==> src/lbrc_pkg.sv <==
// Package for the LDAP BindResponse checker.
// Holds the parse phase and verdict types, the BER tag constants and the
// long-form length helper; no dependencies.
package lbrc_pkg;

  localparam logic [7:0] TagSequence   = 8'h30;
  localparam logic [7:0] TagBindResp   = 8'h61;
  localparam logic [7:0] TagInteger    = 8'h02;
  localparam logic [7:0] TagEnumerated = 8'h0A;
  localparam logic [7:0] LenLongForm   = 8'h80;
  localparam logic [7:0] LenCountMask  = 8'h7F;

  localparam int unsigned CodeWidth = 32;
  localparam int unsigned LenWidth  = 24;

  typedef enum logic [3:0] {
    PH_SEQ_TAG,
    PH_SEQ_LEN,
    PH_SEQ_EXT,
    PH_MID_TAG,
    PH_MID_LEN,
    PH_MID_EXT,
    PH_MID_VAL,
    PH_RSP_TAG,
    PH_RSP_LEN,
    PH_RSP_EXT,
    PH_RC_TAG,
    PH_RC_LEN,
    PH_RC_EXT,
    PH_RC_VAL,
    PH_DONE
  } phase_e;

  typedef enum logic [1:0] {
    VERDICT_SUCCESS,
    VERDICT_REFUSED,
    VERDICT_MALFORMED
  } verdict_e;

  typedef struct packed {
    logic                 valid;
    verdict_e             verdict;
    logic [CodeWidth-1:0] code;
  } result_t;

  // Number of further length bytes after a long-form lead byte; zero for
  // the indefinite form and for lengths of more than three bytes.
  function automatic logic [1:0] long_count(logic [7:0] b);
    logic [7:0] n;
    n = b & LenCountMask;
    if (b > LenLongForm && n < 8'd4) begin
      return n[1:0];
    end
    return 2'd0;
  endfunction

endpackage

==> src/lbrc_parser.sv <==
// Byte-wise BER parse state machine of the LDAP BindResponse checker.
// Advances one byte per accepted transaction and flags the verdict.
// Depends on lbrc_pkg.
module lbrc_parser (
  input  logic             clk_i,
  input  logic             rst_ni,
  input  logic             step_i,
  input  logic [7:0]       byte_i,
  input  logic             last_i,
  output lbrc_pkg::result_t result_o
);
  import lbrc_pkg::*;

  phase_e                phase_q, phase_d;
  logic [1:0]            ext_q, ext_d;
  logic [LenWidth-1:0]   len_q, len_d;
  logic [CodeWidth-1:0]  code_q, code_d;

  logic [1:0]            ext_dec;
  logic [LenWidth-1:0]   len_shift;
  logic [LenWidth-1:0]   len_dec;
  logic [CodeWidth-1:0]  code_shift;
  logic [1:0]            lc;
  result_t               res;

  assign ext_dec    = ext_q - 2'd1;
  assign len_shift  = {len_q[LenWidth-9:0], byte_i};
  assign len_dec    = len_q - LenWidth'(1);
  assign code_shift = {code_q[CodeWidth-9:0], byte_i};
  assign lc         = long_count(byte_i);

  always_comb begin
    phase_d     = phase_q;
    ext_d       = ext_q;
    len_d       = len_q;
    code_d      = code_q;
    res.valid   = 1'b0;
    res.verdict = VERDICT_MALFORMED;
    res.code    = '0;

    case (phase_q)
      PH_SEQ_TAG: begin
        if (byte_i != TagSequence) begin
          res.valid = 1'b1;
        end else begin
          phase_d = PH_SEQ_LEN;
        end
      end
      PH_SEQ_LEN: begin
        if (byte_i < LenLongForm) begin
          if (byte_i == 8'd0) begin
            res.valid = 1'b1;
          end else begin
            phase_d = PH_MID_TAG;
          end
        end else if (lc == 2'd0) begin
          res.valid = 1'b1;
        end else begin
          ext_d   = lc;
          len_d   = '0;
          phase_d = PH_SEQ_EXT;
        end
      end
      PH_SEQ_EXT: begin
        ext_d = ext_dec;
        len_d = len_shift;
        if (ext_dec == 2'd0) begin
          if (len_shift == '0) begin
            res.valid = 1'b1;
          end else begin
            phase_d = PH_MID_TAG;
          end
        end
      end
      PH_MID_TAG, PH_RSP_TAG: begin
        if (phase_q == PH_MID_TAG && byte_i == TagInteger) begin
          phase_d = PH_MID_LEN;
        end else if (byte_i != TagBindResp) begin
          res.valid = 1'b1;
        end else begin
          phase_d = PH_RSP_LEN;
        end
      end
      PH_MID_LEN: begin
        if (byte_i < LenLongForm) begin
          len_d   = LenWidth'(byte_i);
          phase_d = (byte_i == 8'd0) ? PH_RSP_TAG : PH_MID_VAL;
        end else if (lc == 2'd0) begin
          phase_d = PH_RSP_TAG;
        end else begin
          ext_d   = lc;
          len_d   = '0;
          phase_d = PH_MID_EXT;
        end
      end
      PH_MID_EXT: begin
        ext_d = ext_dec;
        len_d = len_shift;
        if (ext_dec == 2'd0) begin
          phase_d = (len_shift == '0) ? PH_RSP_TAG : PH_MID_VAL;
        end
      end
      PH_MID_VAL: begin
        len_d = len_dec;
        if (len_dec == '0) begin
          phase_d = PH_RSP_TAG;
        end
      end
      PH_RSP_LEN: begin
        if (lc == 2'd0) begin
          phase_d = PH_RC_TAG;
        end else begin
          ext_d   = lc;
          len_d   = '0;
          phase_d = PH_RSP_EXT;
        end
      end
      PH_RSP_EXT: begin
        ext_d = ext_dec;
        len_d = len_shift;
        if (ext_dec == 2'd0) begin
          phase_d = PH_RC_TAG;
        end
      end
      PH_RC_TAG: begin
        if (byte_i != TagEnumerated) begin
          res.valid = 1'b1;
        end else begin
          phase_d = PH_RC_LEN;
        end
      end
      PH_RC_LEN: begin
        code_d = '0;
        if (byte_i < LenLongForm) begin
          if (byte_i == 8'd0) begin
            res.valid = 1'b1;
          end else begin
            len_d   = LenWidth'(byte_i);
            phase_d = PH_RC_VAL;
          end
        end else if (lc == 2'd0) begin
          res.valid = 1'b1;
        end else begin
          ext_d   = lc;
          len_d   = '0;
          phase_d = PH_RC_EXT;
        end
      end
      PH_RC_EXT: begin
        ext_d = ext_dec;
        len_d = len_shift;
        if (ext_dec == 2'd0) begin
          if (len_shift == '0) begin
            res.valid = 1'b1;
          end else begin
            phase_d = PH_RC_VAL;
          end
        end
      end
      PH_RC_VAL: begin
        code_d = code_shift;
        len_d  = len_dec;
        if (len_dec == '0) begin
          res.valid   = 1'b1;
          res.verdict = (code_shift == '0) ? VERDICT_SUCCESS : VERDICT_REFUSED;
          res.code    = code_shift;
        end
      end
      default: begin
      end
    endcase

    if (res.valid) begin
      phase_d = PH_DONE;
    end

    // A message that ends before its verdict is truncated.
    if (last_i && !res.valid && phase_q != PH_DONE) begin
      res.valid   = 1'b1;
      res.verdict = VERDICT_MALFORMED;
      res.code    = '0;
    end

    if (last_i) begin
      phase_d = PH_SEQ_TAG;
      ext_d   = '0;
      len_d   = '0;
      code_d  = '0;
    end

    res.valid = res.valid & step_i;
  end

  assign result_o = res;

  always_ff @(posedge clk_i or negedge rst_ni) begin
    if (!rst_ni) begin
      phase_q <= PH_SEQ_TAG;
      ext_q   <= '0;
      len_q   <= '0;
      code_q  <= '0;
    end else if (step_i) begin
      phase_q <= phase_d;
      ext_q   <= ext_d;
      len_q   <= len_d;
      code_q  <= code_d;
    end
  end

endmodule

==> config.mk <==
export PLATFORM = sky130hd
export DESIGN_NAME = lbrc_parser
export DESIGN_NICKNAME = d
export VERILOG_FILES = /design/src/lbrc_pkg.sv /design/src/lbrc_parser.sv
export SDC_FILE = /design/constraint.sdc
export NUM_CORES = 1
export LEC_CHECK = 0
export BUFFER_PORTS_ARGS = -buffer_cell sky130_fd_sc_hd__buf_4
export CAP_MARGIN = 20
export CORE_ASPECT_RATIO = 1.2
export CORE_MARGIN = 4
export CORE_UTILIZATION = 54
export CTS_CLUSTER_SIZE = 16
export DETAILED_ROUTE_END_ITERATION = 12
export PLACE_DENSITY = 0.79
export SLEW_MARGIN = 20
export SYNTH_ARGS = -nofsm -noshare
export SYNTH_HDL_FRONTEND = slang
export SYNTH_SLANG_ARGS = --single-unit
==> constraint.sdc <==
create_clock -name clk_i -period 3.59 [get_ports clk_i]
set_clock_uncertainty 0.1 [all_clocks]
set_input_delay 0.5385 -clock clk_i [delete_from_list [all_inputs] [get_ports clk_i]]
set_output_delay 0.5385 -clock clk_i [all_outputs]
set_load 0.01 [all_outputs]
==> impl.org, run 1 <==
** Status
- Outcome :: finished, violations left
- The checks that failed: negative setup slack.

** Clock tree
- In this run the clock root is driven by a sky130_fd_sc_hd__clkbuf_8.
- The clock net in this run drives a total of 54 sinks.
- Buffer depth of the longest clock path :: 2
- Clock tree synthesis inserted a total of 5 buffers.
- Quantity of hold-fixing buffers added after cts :: 0
- Worst-Skew Late Latency :: 0.31 ns
- CTS tree :: yes
- Reg clk slew, reported paths :: 0.11 ns
- CTS built an H-tree with a depth of 2.

** Logic synthesis
- Summing every instance area after synthesis gives 4050 um2.
- Share of flip-flops with an asynchronous set or reset after synthesis :: 1.00
- Register bit total from synthesis :: 54
- Instance count of the mapped netlist :: 532
- Of the synthesized area, sequential elements account for 0.334.
- Mean instance size in the synthesized netlist :: 7.61 um2
- Top FF cell, synth :: sky130_fd_sc_hd__dfrtp_1
- When the netlist entered floorplanning its net count stood at 547.
- In this run, distinct cell masters in the synthesized netlist total 62.
- Counting flops with a built-in enable in the synthesized netlist gives 0.
- Synth Warn # :: 0

** Floorplan
- Io pins :: 47
- Cell row count :: 34
- The die covers between 8000 and 9000 um2.
- In this run the horizontal extent of the chip is 87.0 um.
- Height of the die :: 103 um
- For this configuration, the core starts out at a cell density of 0.556.
- Area inside the core boundary :: 7270 um2

** Drt
- Detailed routing inserted a total of ~4500 vias.
- # DRC :: 0
- Ratio of routed vias to standard cells :: roughly 6.4
- Before antenna repair, the detailed router went through 5 iterations.
- After detailed routing, the average wire length per cell comes to 18.6 um.
- Final WL :: 13000 um
- For this block, the initial DRC count from the detailed router was 407.
- Post-route ant nets :: 0

** Flow run
- Number of max-cap violations :: 0

** Placed design
- The congestion estimate from routability-driven global placement came to 0.986.
- Estimated wirelength of the detail-placed design :: 8710 um
- Total placed cells including tap cells :: 669
- Input and output buffers added on the ports amount to 46.
- Post-detailed-placement cell area :: about 4600 um2

** STA
- The worst path in the final design needs a cycle of roughly 4 ns, including I/O delays and setup.
- The final hold violation count came to 0.
- Fmax :: 252 MHz
- Count of final setup violators :: 36
- Setup tns final :: -11.04 ns
- Transition time at the pin with the least slew margin :: a little over 0.7 ns
- Setup slack on the critical path of the routed design comes to -0.377 ns.
- Final worst hold slack :: 0.155 ns
- Remaining max-slew budget at the tightest pin :: 0.516
- RSZ-0062 raised after global routing :: yes
- Of the available clock period, the critical path in the final layout requires 1.10.
- The number of slew-limit violations in the final report was 0.

** Layout
- Area of all placed cells without fillers :: 5130 um2
- Final Instance Count excl. Fillers :: between 600 and 700
- Area growth from synthesis to layout :: 26.7%
- Layout cell share with drive strength beyond 1 :: 0.283
- Antenna Cells :: 0
- Number of nets in the finished design :: 622

** Pwr
- Across the VDD grid, the largest voltage drop is ~0.00060 V.
- Clock Power Share :: 0.085
- The design draws 4.31 mW.
- Of the total power, registers draw 0.221.
- Areal power density over the cells :: roughly 840 nW/um2
- Of the total power, the share spent switching nets is 0.476.
- Net Switching :: 2.05 mW
- Power Internal :: ~2.3 mW
- Of the total power, combinational logic draws 0.694.
- Leak pwr :: 2.24 nW

** Global route
- Global-route wire length before repair :: 20800 um
- Vias in the first global route :: 4164
- Entering global routing, the biggest net connects 55 pins.
- GRT Overall Usage :: 0.290
- The initial antenna violation count is 0.
- Overall overflow remaining after global route :: 0

** Setup path
- For the worst setup path, the data required time is just under 3 ns.
- Endpoint type of the worst setup path :: primary output
- In this run the critical register-to-register path is launched from len_q[6].
- The worst register-to-register path has a depth of 16.
- Kind of start point of the critical path :: flop
- Across all register-to-register paths, the minimum setup slack is -0.06 ns.
- In this run the critical register-to-register path is captured at phase_q[0].
- At the worst endpoint, the arrival time is roughly 3.3 ns.
- Critical-path maximum fanout :: 7
- By startpoint and endpoint, the worst setup path is classified as reg2out.
- Worst setup path startpoint :: len_q[11]
- Last element of the critical path :: result_o[32]

** Hold path
- Type of the worst min-delay path :: in2async
-- final cells by class --
| class | count | area (um2) |
|---|---|---|
| inverter | 14 | 52.6 |
| sequential | 54 | 1350 |
| fill | 544 | 2150 |
| timing repair buffer | 106 | 890 |
| clock inverter | 3 | 23.8 |
| multi-input combinational | 426 | 2630 |
| tap | 90 | 113 |
| clock buffer | 5 | 68.8 |
-- Yosys cell counts, drive strengths merged (5+ instances only) --
master	instances	area, um2
a211oi	5	37.5
a21o	5	37.5
a21oi	17	85.1
a22oi	14	105
a31oi	6	37.5
a32oi	5	43.8
and2	32	200
buf	10	70.1
clkbuf	33	125
dfrtp	54	1350
inv	14	52.6
nand2	86	323
nand3	5	25.0
nand4	7	43.8
nor2	37	141
nor3	17	85.1
nor4	24	150
o21ai	69	345
o31ai	5	37.5
or2	8	52.6
or4	7	56.3
xnor2	6	52.6
xor2	7	61.3
-- registers in the layout, indices dropped and copies added (netlist names) --
| register | count |
|---|---|
| code_q | 24 |
| ext_q | 2 |
| len_q | 24 |
| phase_q | 4 |
-- critical path, cell delays in order (launching register included) --
cell	delay [ns]
sky130_fd_sc_hd__dfrtp_1	0.40
sky130_fd_sc_hd__or4_4	0.56
sky130_fd_sc_hd__or4_4	0.55
sky130_fd_sc_hd__buf_6	0.14
sky130_fd_sc_hd__nor2_4	0.09
sky130_fd_sc_hd__nand3b_1	0.15
sky130_fd_sc_hd__a2111oi_4	0.37
sky130_fd_sc_hd__buf_4	0.21
sky130_fd_sc_hd__and2b_4	0.21
sky130_fd_sc_hd__o31a_1	0.19
sky130_fd_sc_hd__buf_4	0.14
-- per-layer routing --
layer | wire [um] | vias to the layer above | global-route usage
met5 | 0 | - | 0
met4 | 387 | 0 | 0.0923
met3 | 943 | 38 | 0.0352
met2 | 6550 | 252 | 0.519
met1 | 5090 | 2089 | 0.363
li1 | - | 2079 | -
-- how the worst min path moves through the flow --
stage / startpoint / endpoint / cells past startpoint
after detailed placement: ext_q[1] / ext_q[1] / 1
after floorplan: rst_ni / code_q[0] / 0
after global routing: rst_ni / ext_q[1] / 1
after CTS: rst_ni / phase_q[1] / 1
final: rst_ni / ext_q[1] / 1
after global placement: ext_q[1] / ext_q[1] / 1
-- power by group through the flow --
stage	Sequential (mW)	Combinational [mW]	Clock [mW]
floorplan	0.849	1.80	0
global placement	0.949	2.54	0
detailed placement	0.953	2.58	0
CTS	0.940	2.79	0.370
global route	0.982	3.23	0.396
finish	0.954	2.99	0.365
-- metrics by stage --
stage	utilization	setup WS [ns]
finish	0.705	-0.377
global route	0.705	-0.461
CTS	0.684	-0.352
detailed placement	0.639	-0.140
global placement	0.639	-0.0265
floorplan	-	0.0782
-- cells in the final DEF (no fill, tap or decap), types with 3 or more instances in the layout --
| master | netlist | final |
|---|---|---|
| sky130_fd_sc_hd__nor4b_1 | 3 | 3 |
| sky130_fd_sc_hd__a22oi_1 | 14 | 14 |
| sky130_fd_sc_hd__or2_2 | 7 | 7 |
| sky130_fd_sc_hd__and2_4 | 0 | 23 |
| sky130_fd_sc_hd__buf_6 | 4 | 25 |
| sky130_fd_sc_hd__ha_1 | 3 | 3 |
| sky130_fd_sc_hd__dfrtp_1 | 54 | 54 |
| sky130_fd_sc_hd__clkbuf_8 | 0 | 5 |
| sky130_fd_sc_hd__a21oi_1 | 17 | 17 |
| sky130_fd_sc_hd__mux2i_1 | 4 | 4 |
| sky130_fd_sc_hd__o31ai_1 | 5 | 5 |
| sky130_fd_sc_hd__nor4_1 | 24 | 20 |
| sky130_fd_sc_hd__nor4_2 | 0 | 3 |
| sky130_fd_sc_hd__xnor2_1 | 6 | 5 |
| sky130_fd_sc_hd__o31a_1 | 3 | 3 |
| sky130_fd_sc_hd__a221oi_1 | 3 | 3 |
| sky130_fd_sc_hd__a211oi_1 | 5 | 5 |
| sky130_fd_sc_hd__nand2b_1 | 4 | 4 |
| sky130_fd_sc_hd__a21o_1 | 5 | 5 |
| sky130_fd_sc_hd__buf_4 | 0 | 81 |
| sky130_fd_sc_hd__inv_1 | 14 | 13 |
| sky130_fd_sc_hd__o21ai_0 | 68 | 68 |
| sky130_fd_sc_hd__nor3_1 | 17 | 17 |
| sky130_fd_sc_hd__or4_4 | 1 | 5 |
| sky130_fd_sc_hd__and2b_2 | 0 | 4 |
| sky130_fd_sc_hd__nand2_1 | 86 | 85 |
| sky130_fd_sc_hd__nor3b_1 | 4 | 4 |
| sky130_fd_sc_hd__and2_1 | 32 | 9 |
| sky130_fd_sc_hd__xor2_1 | 7 | 7 |
| sky130_fd_sc_hd__a31oi_1 | 6 | 6 |
| sky130_fd_sc_hd__nor2_1 | 36 | 36 |
| sky130_fd_sc_hd__nand3_1 | 5 | 4 |
| sky130_fd_sc_hd__a32oi_1 | 5 | 5 |
| sky130_fd_sc_hd__nand3b_1 | 4 | 4 |
| sky130_fd_sc_hd__nand4_1 | 7 | 7 |
-- logic make-up (layout without fill, tap and decap cells) --
group,count (synthesis),in the layout,synth area share
buffers and inverters,57,128,0.0612
adders and majority gates,3,3,0.00928
DFF,54,54,0.334
and+or+nand+nor,249,254,0.316
xor gates and xnor gates,13,13,0.0281
muxes,4,4,0.00990
AOI/OAI and AO/OA,152,152,0.242
-- timing repair --
item                                    4_1_cts  5_1_grt
setup buffers                                13        3
pin swaps                                    26       18
hold endpoints to repair                      0        0
endpoints found under the setup margin       35       36
resized for setup                            32       36
gates cloned                                  5        0
(Power assumes the default switching activity.)
==> run 2: changes to the inputs <==
--- a/config.mk
+++ b/config.mk
@@ -7,12 +7,14 @@
 export LEC_CHECK = 0
 export BUFFER_PORTS_ARGS = -buffer_cell sky130_fd_sc_hd__buf_4
 export CAP_MARGIN = 20
+export CELL_PAD_IN_SITES_DETAIL_PLACEMENT = 2
+export CELL_PAD_IN_SITES_GLOBAL_PLACEMENT = 2
 export CORE_ASPECT_RATIO = 1.2
-export CORE_MARGIN = 4
-export CORE_UTILIZATION = 54
+export CORE_MARGIN = 1.5
+export CORE_UTILIZATION = 31
 export CTS_CLUSTER_SIZE = 16
 export DETAILED_ROUTE_END_ITERATION = 12
-export PLACE_DENSITY = 0.79
+export PLACE_DENSITY = 0.78
 export SLEW_MARGIN = 20
 export SYNTH_ARGS = -nofsm -noshare
 export SYNTH_HDL_FRONTEND = slang
==> impl.org, run 2 (synthesized netlist as in run 1, its figures left out) <==
** Layout
- Utilization after layout :: 0.440 (was 0.705)
- Most frequent cells in the layout :: 86 x sky130_fd_sc_hd__nand2_1, 85 x sky130_fd_sc_hd__buf_4, 68 x sky130_fd_sc_hd__o21ai_0, 53 x sky130_fd_sc_hd__dfrtp_1, 37 x sky130_fd_sc_hd__buf_6 (was 85 x sky130_fd_sc_hd__nand2_1, 81 x sky130_fd_sc_hd__buf_4, 68 x sky130_fd_sc_hd__o21ai_0, 54 x sky130_fd_sc_hd__dfrtp_1, 36 x sky130_fd_sc_hd__nor2_1)
- Layout cell share with drive strength beyond 1 :: 0.327 (was 0.283)
- Number of nets in the finished design :: 638 (was 622)
- Fill cell count :: 1401 (was 544)
- Area growth from synthesis to layout :: 37.8% (was 26.7%)
- The design area is 5570 um2 (was 5130 um2).
- Antenna Cells :: 0 (unchanged)
- Registers with the most flip-flops :: code_q x24, len_q x24, phase_q x4 (unchanged)
- Most common library cell in the layout ignoring fill and taps :: sky130_fd_sc_hd__nand2_1 (unchanged)

** Clock tree
- The register clock-pin slew on the reported worst setup and hold paths came to 0.08 ns (was 0.11 ns).
- Clock root cell :: sky130_fd_sc_hd__clkbuf_16 (was sky130_fd_sc_hd__clkbuf_8)
- CTS Buf Count :: 5 (unchanged)
- The CTS tree is yes (unchanged).
- Buffer depth of the longest clock path :: 2 (unchanged)
- Quantity of hold-fixing buffers added after cts :: 0 (unchanged)
- The number of clock sinks seen by CTS is 54 (unchanged).
- The clock latency on the worst-skew pair was 0.32 ns (was 0.31 ns).
- Level count of the clock H-tree :: 2 (unchanged)

** Status
- Outcome: finished, violations left (unchanged).
- Failing checks :: negative setup slack (unchanged)

** Pwr
- Power after layout :: 5.52 mW (was 4.31 mW)
- Leak pwr :: 2.38 nW (was 2.24 nW)
- The maximum VDD drop was 0.000332 V (was 0.000598 V).
- Areal power density over the cells :: 990 nW/um2 (was 841 nW/um2)

** STA
- Transition time at the pin with the least slew margin :: 0.901 ns (was 0.722 ns)
- Final worst hold slack :: 0.195 ns (was 0.155 ns)
- Remaining max-slew budget at the tightest pin :: 0.395 (was 0.516)
- The worst setup margin is -0.588 ns (was -0.377 ns).
- The setup violation total in the final timing report was 36 (unchanged).
- The number of slew-limit violations in the final report was 0 (unchanged).
- RSZ-0062 raised after global routing :: yes (unchanged)
- Final hold violation count :: 0 (unchanged)
- The time the final worst path needs with I/O delays and setup came to 4.18 ns (was 3.97 ns).
- The achievable clock frequency was 239 MHz (was 252 MHz).
- Final clock period utilization by the worst path :: 1.16 (was 1.10)

** Setup path
- Ordered cell list for the critical path: or4_4 -> buf_6 -> or4_4 -> xor2_2 -> nand4_1 -> a2111oi_4 -> buf_6 -> and2b_2 -> and2_4 -> buf_6 (was or4_4 -> or4_4 -> buf_6 -> nor2_4 -> nand3b_1 -> a2111oi_4 -> buf_4 -> and2b_4 -> o31a_1 -> buf_4).
- The number of buffers and inverters on the critical path came to 3 (unchanged).
- Most frequent CP cell :: sky130_fd_sc_hd__buf_6
- Slowest stage cell on the critical path :: sky130_fd_sc_hd__or4_4 (unchanged)
- Critical-path maximum fanout :: 7 (unchanged)
- Largest delay contributor family on the critical path :: simple AND/OR/NAND/NOR gates (unchanged)
- Kind of start point of the critical path :: flop (unchanged)
- Critical path's largest stage delay :: 0.57 ns (was 0.56 ns)
- The sort of element at the end of the critical path is a primary output (unchanged).
- Required @ worst endpoint :: 2.95 ns (about the same)
- Data arrival at the endpoint of the critical path :: 3.54 ns (was 3.33 ns)
- Category of the critical setup timing path :: reg2out (unchanged)

** Placed design
- The number of buffers inserted by port buffering is 46 (unchanged).
- The instance area at placement was 4800 um2 (was 4650 um2).
- Estimated wirelength of the detail-placed design :: 12100 um (was 8710 um)
- Post-Place Setup Slack :: -0.214 ns (was -0.140 ns)
- Weighted congestion reported at the end of routability-driven placement :: 0.909 (was 0.986)

** Drt
- Routed length per placed instance :: 28.2 um (was 18.6 um)
- The violation count after the first detailed-route iteration is 430 (was 407).
- The number of routed nets with antenna violations came to 0 (unchanged).
- The aggregate routed wire length is 22300 um (was 13000 um).
- The number of detailed-route iterations in the first pass was 5 (unchanged).
- The number of vias in the routed layout was 4967 (was 4458).
- # DRC :: 0 (unchanged)
- The mean number of vias per cell was 6.30 (was 6.39).

** Flow run
- Number of max-cap violations :: 0 (unchanged)

** Hold path
- The class of the most critical hold timing path is in2async (unchanged).

** Global route
- The global-route usage over all layers is 0.292 (was 0.290).
- The wire length of the first global-routing pass was 30700 um (was 20800 um).
- Overall overflow remaining after global route :: 0 (unchanged)
- Vias in the first global route :: 5307 (was 4164)
- Maximum number of pins on one net before global-route repair :: 55 (unchanged)
- The initial antenna violation count was 0 (unchanged).

** Floorplan
- The die outline area is 13800 um2 (was 8950 um2).
- Height of the die :: 128 um (was 103 um)
- The die extent in x came to 107 um (was 87.0 um).
- Area inside the core boundary :: 12700 um2 (was 7270 um2)
- Io pins :: 47 (unchanged)
- The starting utilization of the core area came to 0.319 (was 0.556).
- The row count is 45 (was 34).
-- run 2: changes by cell type in the layout (fill, tap and decap cells not counted), moves of 4 or more --
cell and delta:
sky130_fd_sc_hd__buf_6 +12, sky130_fd_sc_hd__and2_1 -9, sky130_fd_sc_hd__and2_4 +9, sky130_fd_sc_hd__clkbuf_16 +5
sky130_fd_sc_hd__clkbuf_8 -5, sky130_fd_sc_hd__buf_4 +4
-- run 2: area by class of cell --
cell class                      count  area [um2]  share of cell area
Sequential cell                    54        1350               0.243
Multi-Input combinational cell    426        2750               0.493
Clock buffer                        7         133              0.0238
Clock inverter                      1        30.0             0.00539
Inverter                           14        52.6             0.00943
Tap cell                          164         205              0.0368
Timing Repair Buffer              122        1050               0.189
-- run 2: routing by layer --
layer / wire length (um) / global-route usage / vias to the layer above
li1: - / - / 2100
met2: 11700 / 0.559 / 252
met3: 1200 / 0.0346 / 88
met1: 8100 / 0.315 / 2527
met4: 1220 / 0.132 / 0
met5: 0 / 0 / -
-- run 2: timing repair --
action | CTS | global route
setup buffers | 14 | 10
pin swaps | 17 | 20
cloned | 4 | 1
gates resized for setup | 48 | 59
setup endpoints to repair | 35 | 38
hold endpoints to repair | 0 | 0
-- run 2: metrics by stage --
stage | setup TNS [ns] | instances
after floorplan | 0 | 532
after CTS | -12.28 | 777
final | -19.54 | 788
after global routing | -22.11 | 788
after global placement | -1.93 | 751
after detailed placement | -6.38 | 751
-- run 2: worst paths after layout --
| kind | depth (start not counted) | start | endpoint | slack, ns |
|---|---|---|---|---|
| max | 10 | len_q[4] | result_o[13] | -0.59 |
| min | 1 | rst_ni | code_q[14] | 0.20 |
| max reg2reg | 18 | len_q[4] | phase_q[0] | -0.31 |
| min reg2reg | 1 | ext_q[1] | ext_q[1] | 0.39 |
| max in group asynchronous | 1 | rst_ni | phase_q[0] | 2.66 |
| min in group clk_i | 1 | ext_q[1] | ext_q[1] | 0.39 |
-- run 2: worst register-to-register path, cell delays in order, from the launching register on --
cell,delay [ns]
sky130_fd_sc_hd__dfrtp_1,0.41
sky130_fd_sc_hd__or4_4,0.57
sky130_fd_sc_hd__buf_6,0.15
sky130_fd_sc_hd__or4_4,0.54
sky130_fd_sc_hd__buf_4,0.16
sky130_fd_sc_hd__buf_6,0.12
sky130_fd_sc_hd__xnor2_4,0.17
sky130_fd_sc_hd__nor3_2,0.08
sky130_fd_sc_hd__buf_4,0.18
sky130_fd_sc_hd__o2111ai_4,0.07
sky130_fd_sc_hd__nand3_2,0.11
sky130_fd_sc_hd__buf_4,0.15
sky130_fd_sc_hd__buf_4,0.12
sky130_fd_sc_hd__buf_4,0.12
sky130_fd_sc_hd__buf_4,0.12
sky130_fd_sc_hd__buf_4,0.12
sky130_fd_sc_hd__buf_4,0.12
sky130_fd_sc_hd__buf_4,0.13
sky130_fd_sc_hd__a221oi_2,0.26
-- run 2: where the power goes --
| part | total, mW | internal (mW) | leakage, nW | switching, mW |
|---|---|---|---|---|
| clock | 0.592 | 0.332 | 0.0781 | 0.260 |
| sequential | 0.955 | 0.736 | 0.738 | 0.219 |
| combinational | 3.97 | 1.59 | 1.56 | 2.38 |
| total | 5.52 | 2.66 | 2.38 | 2.86 |
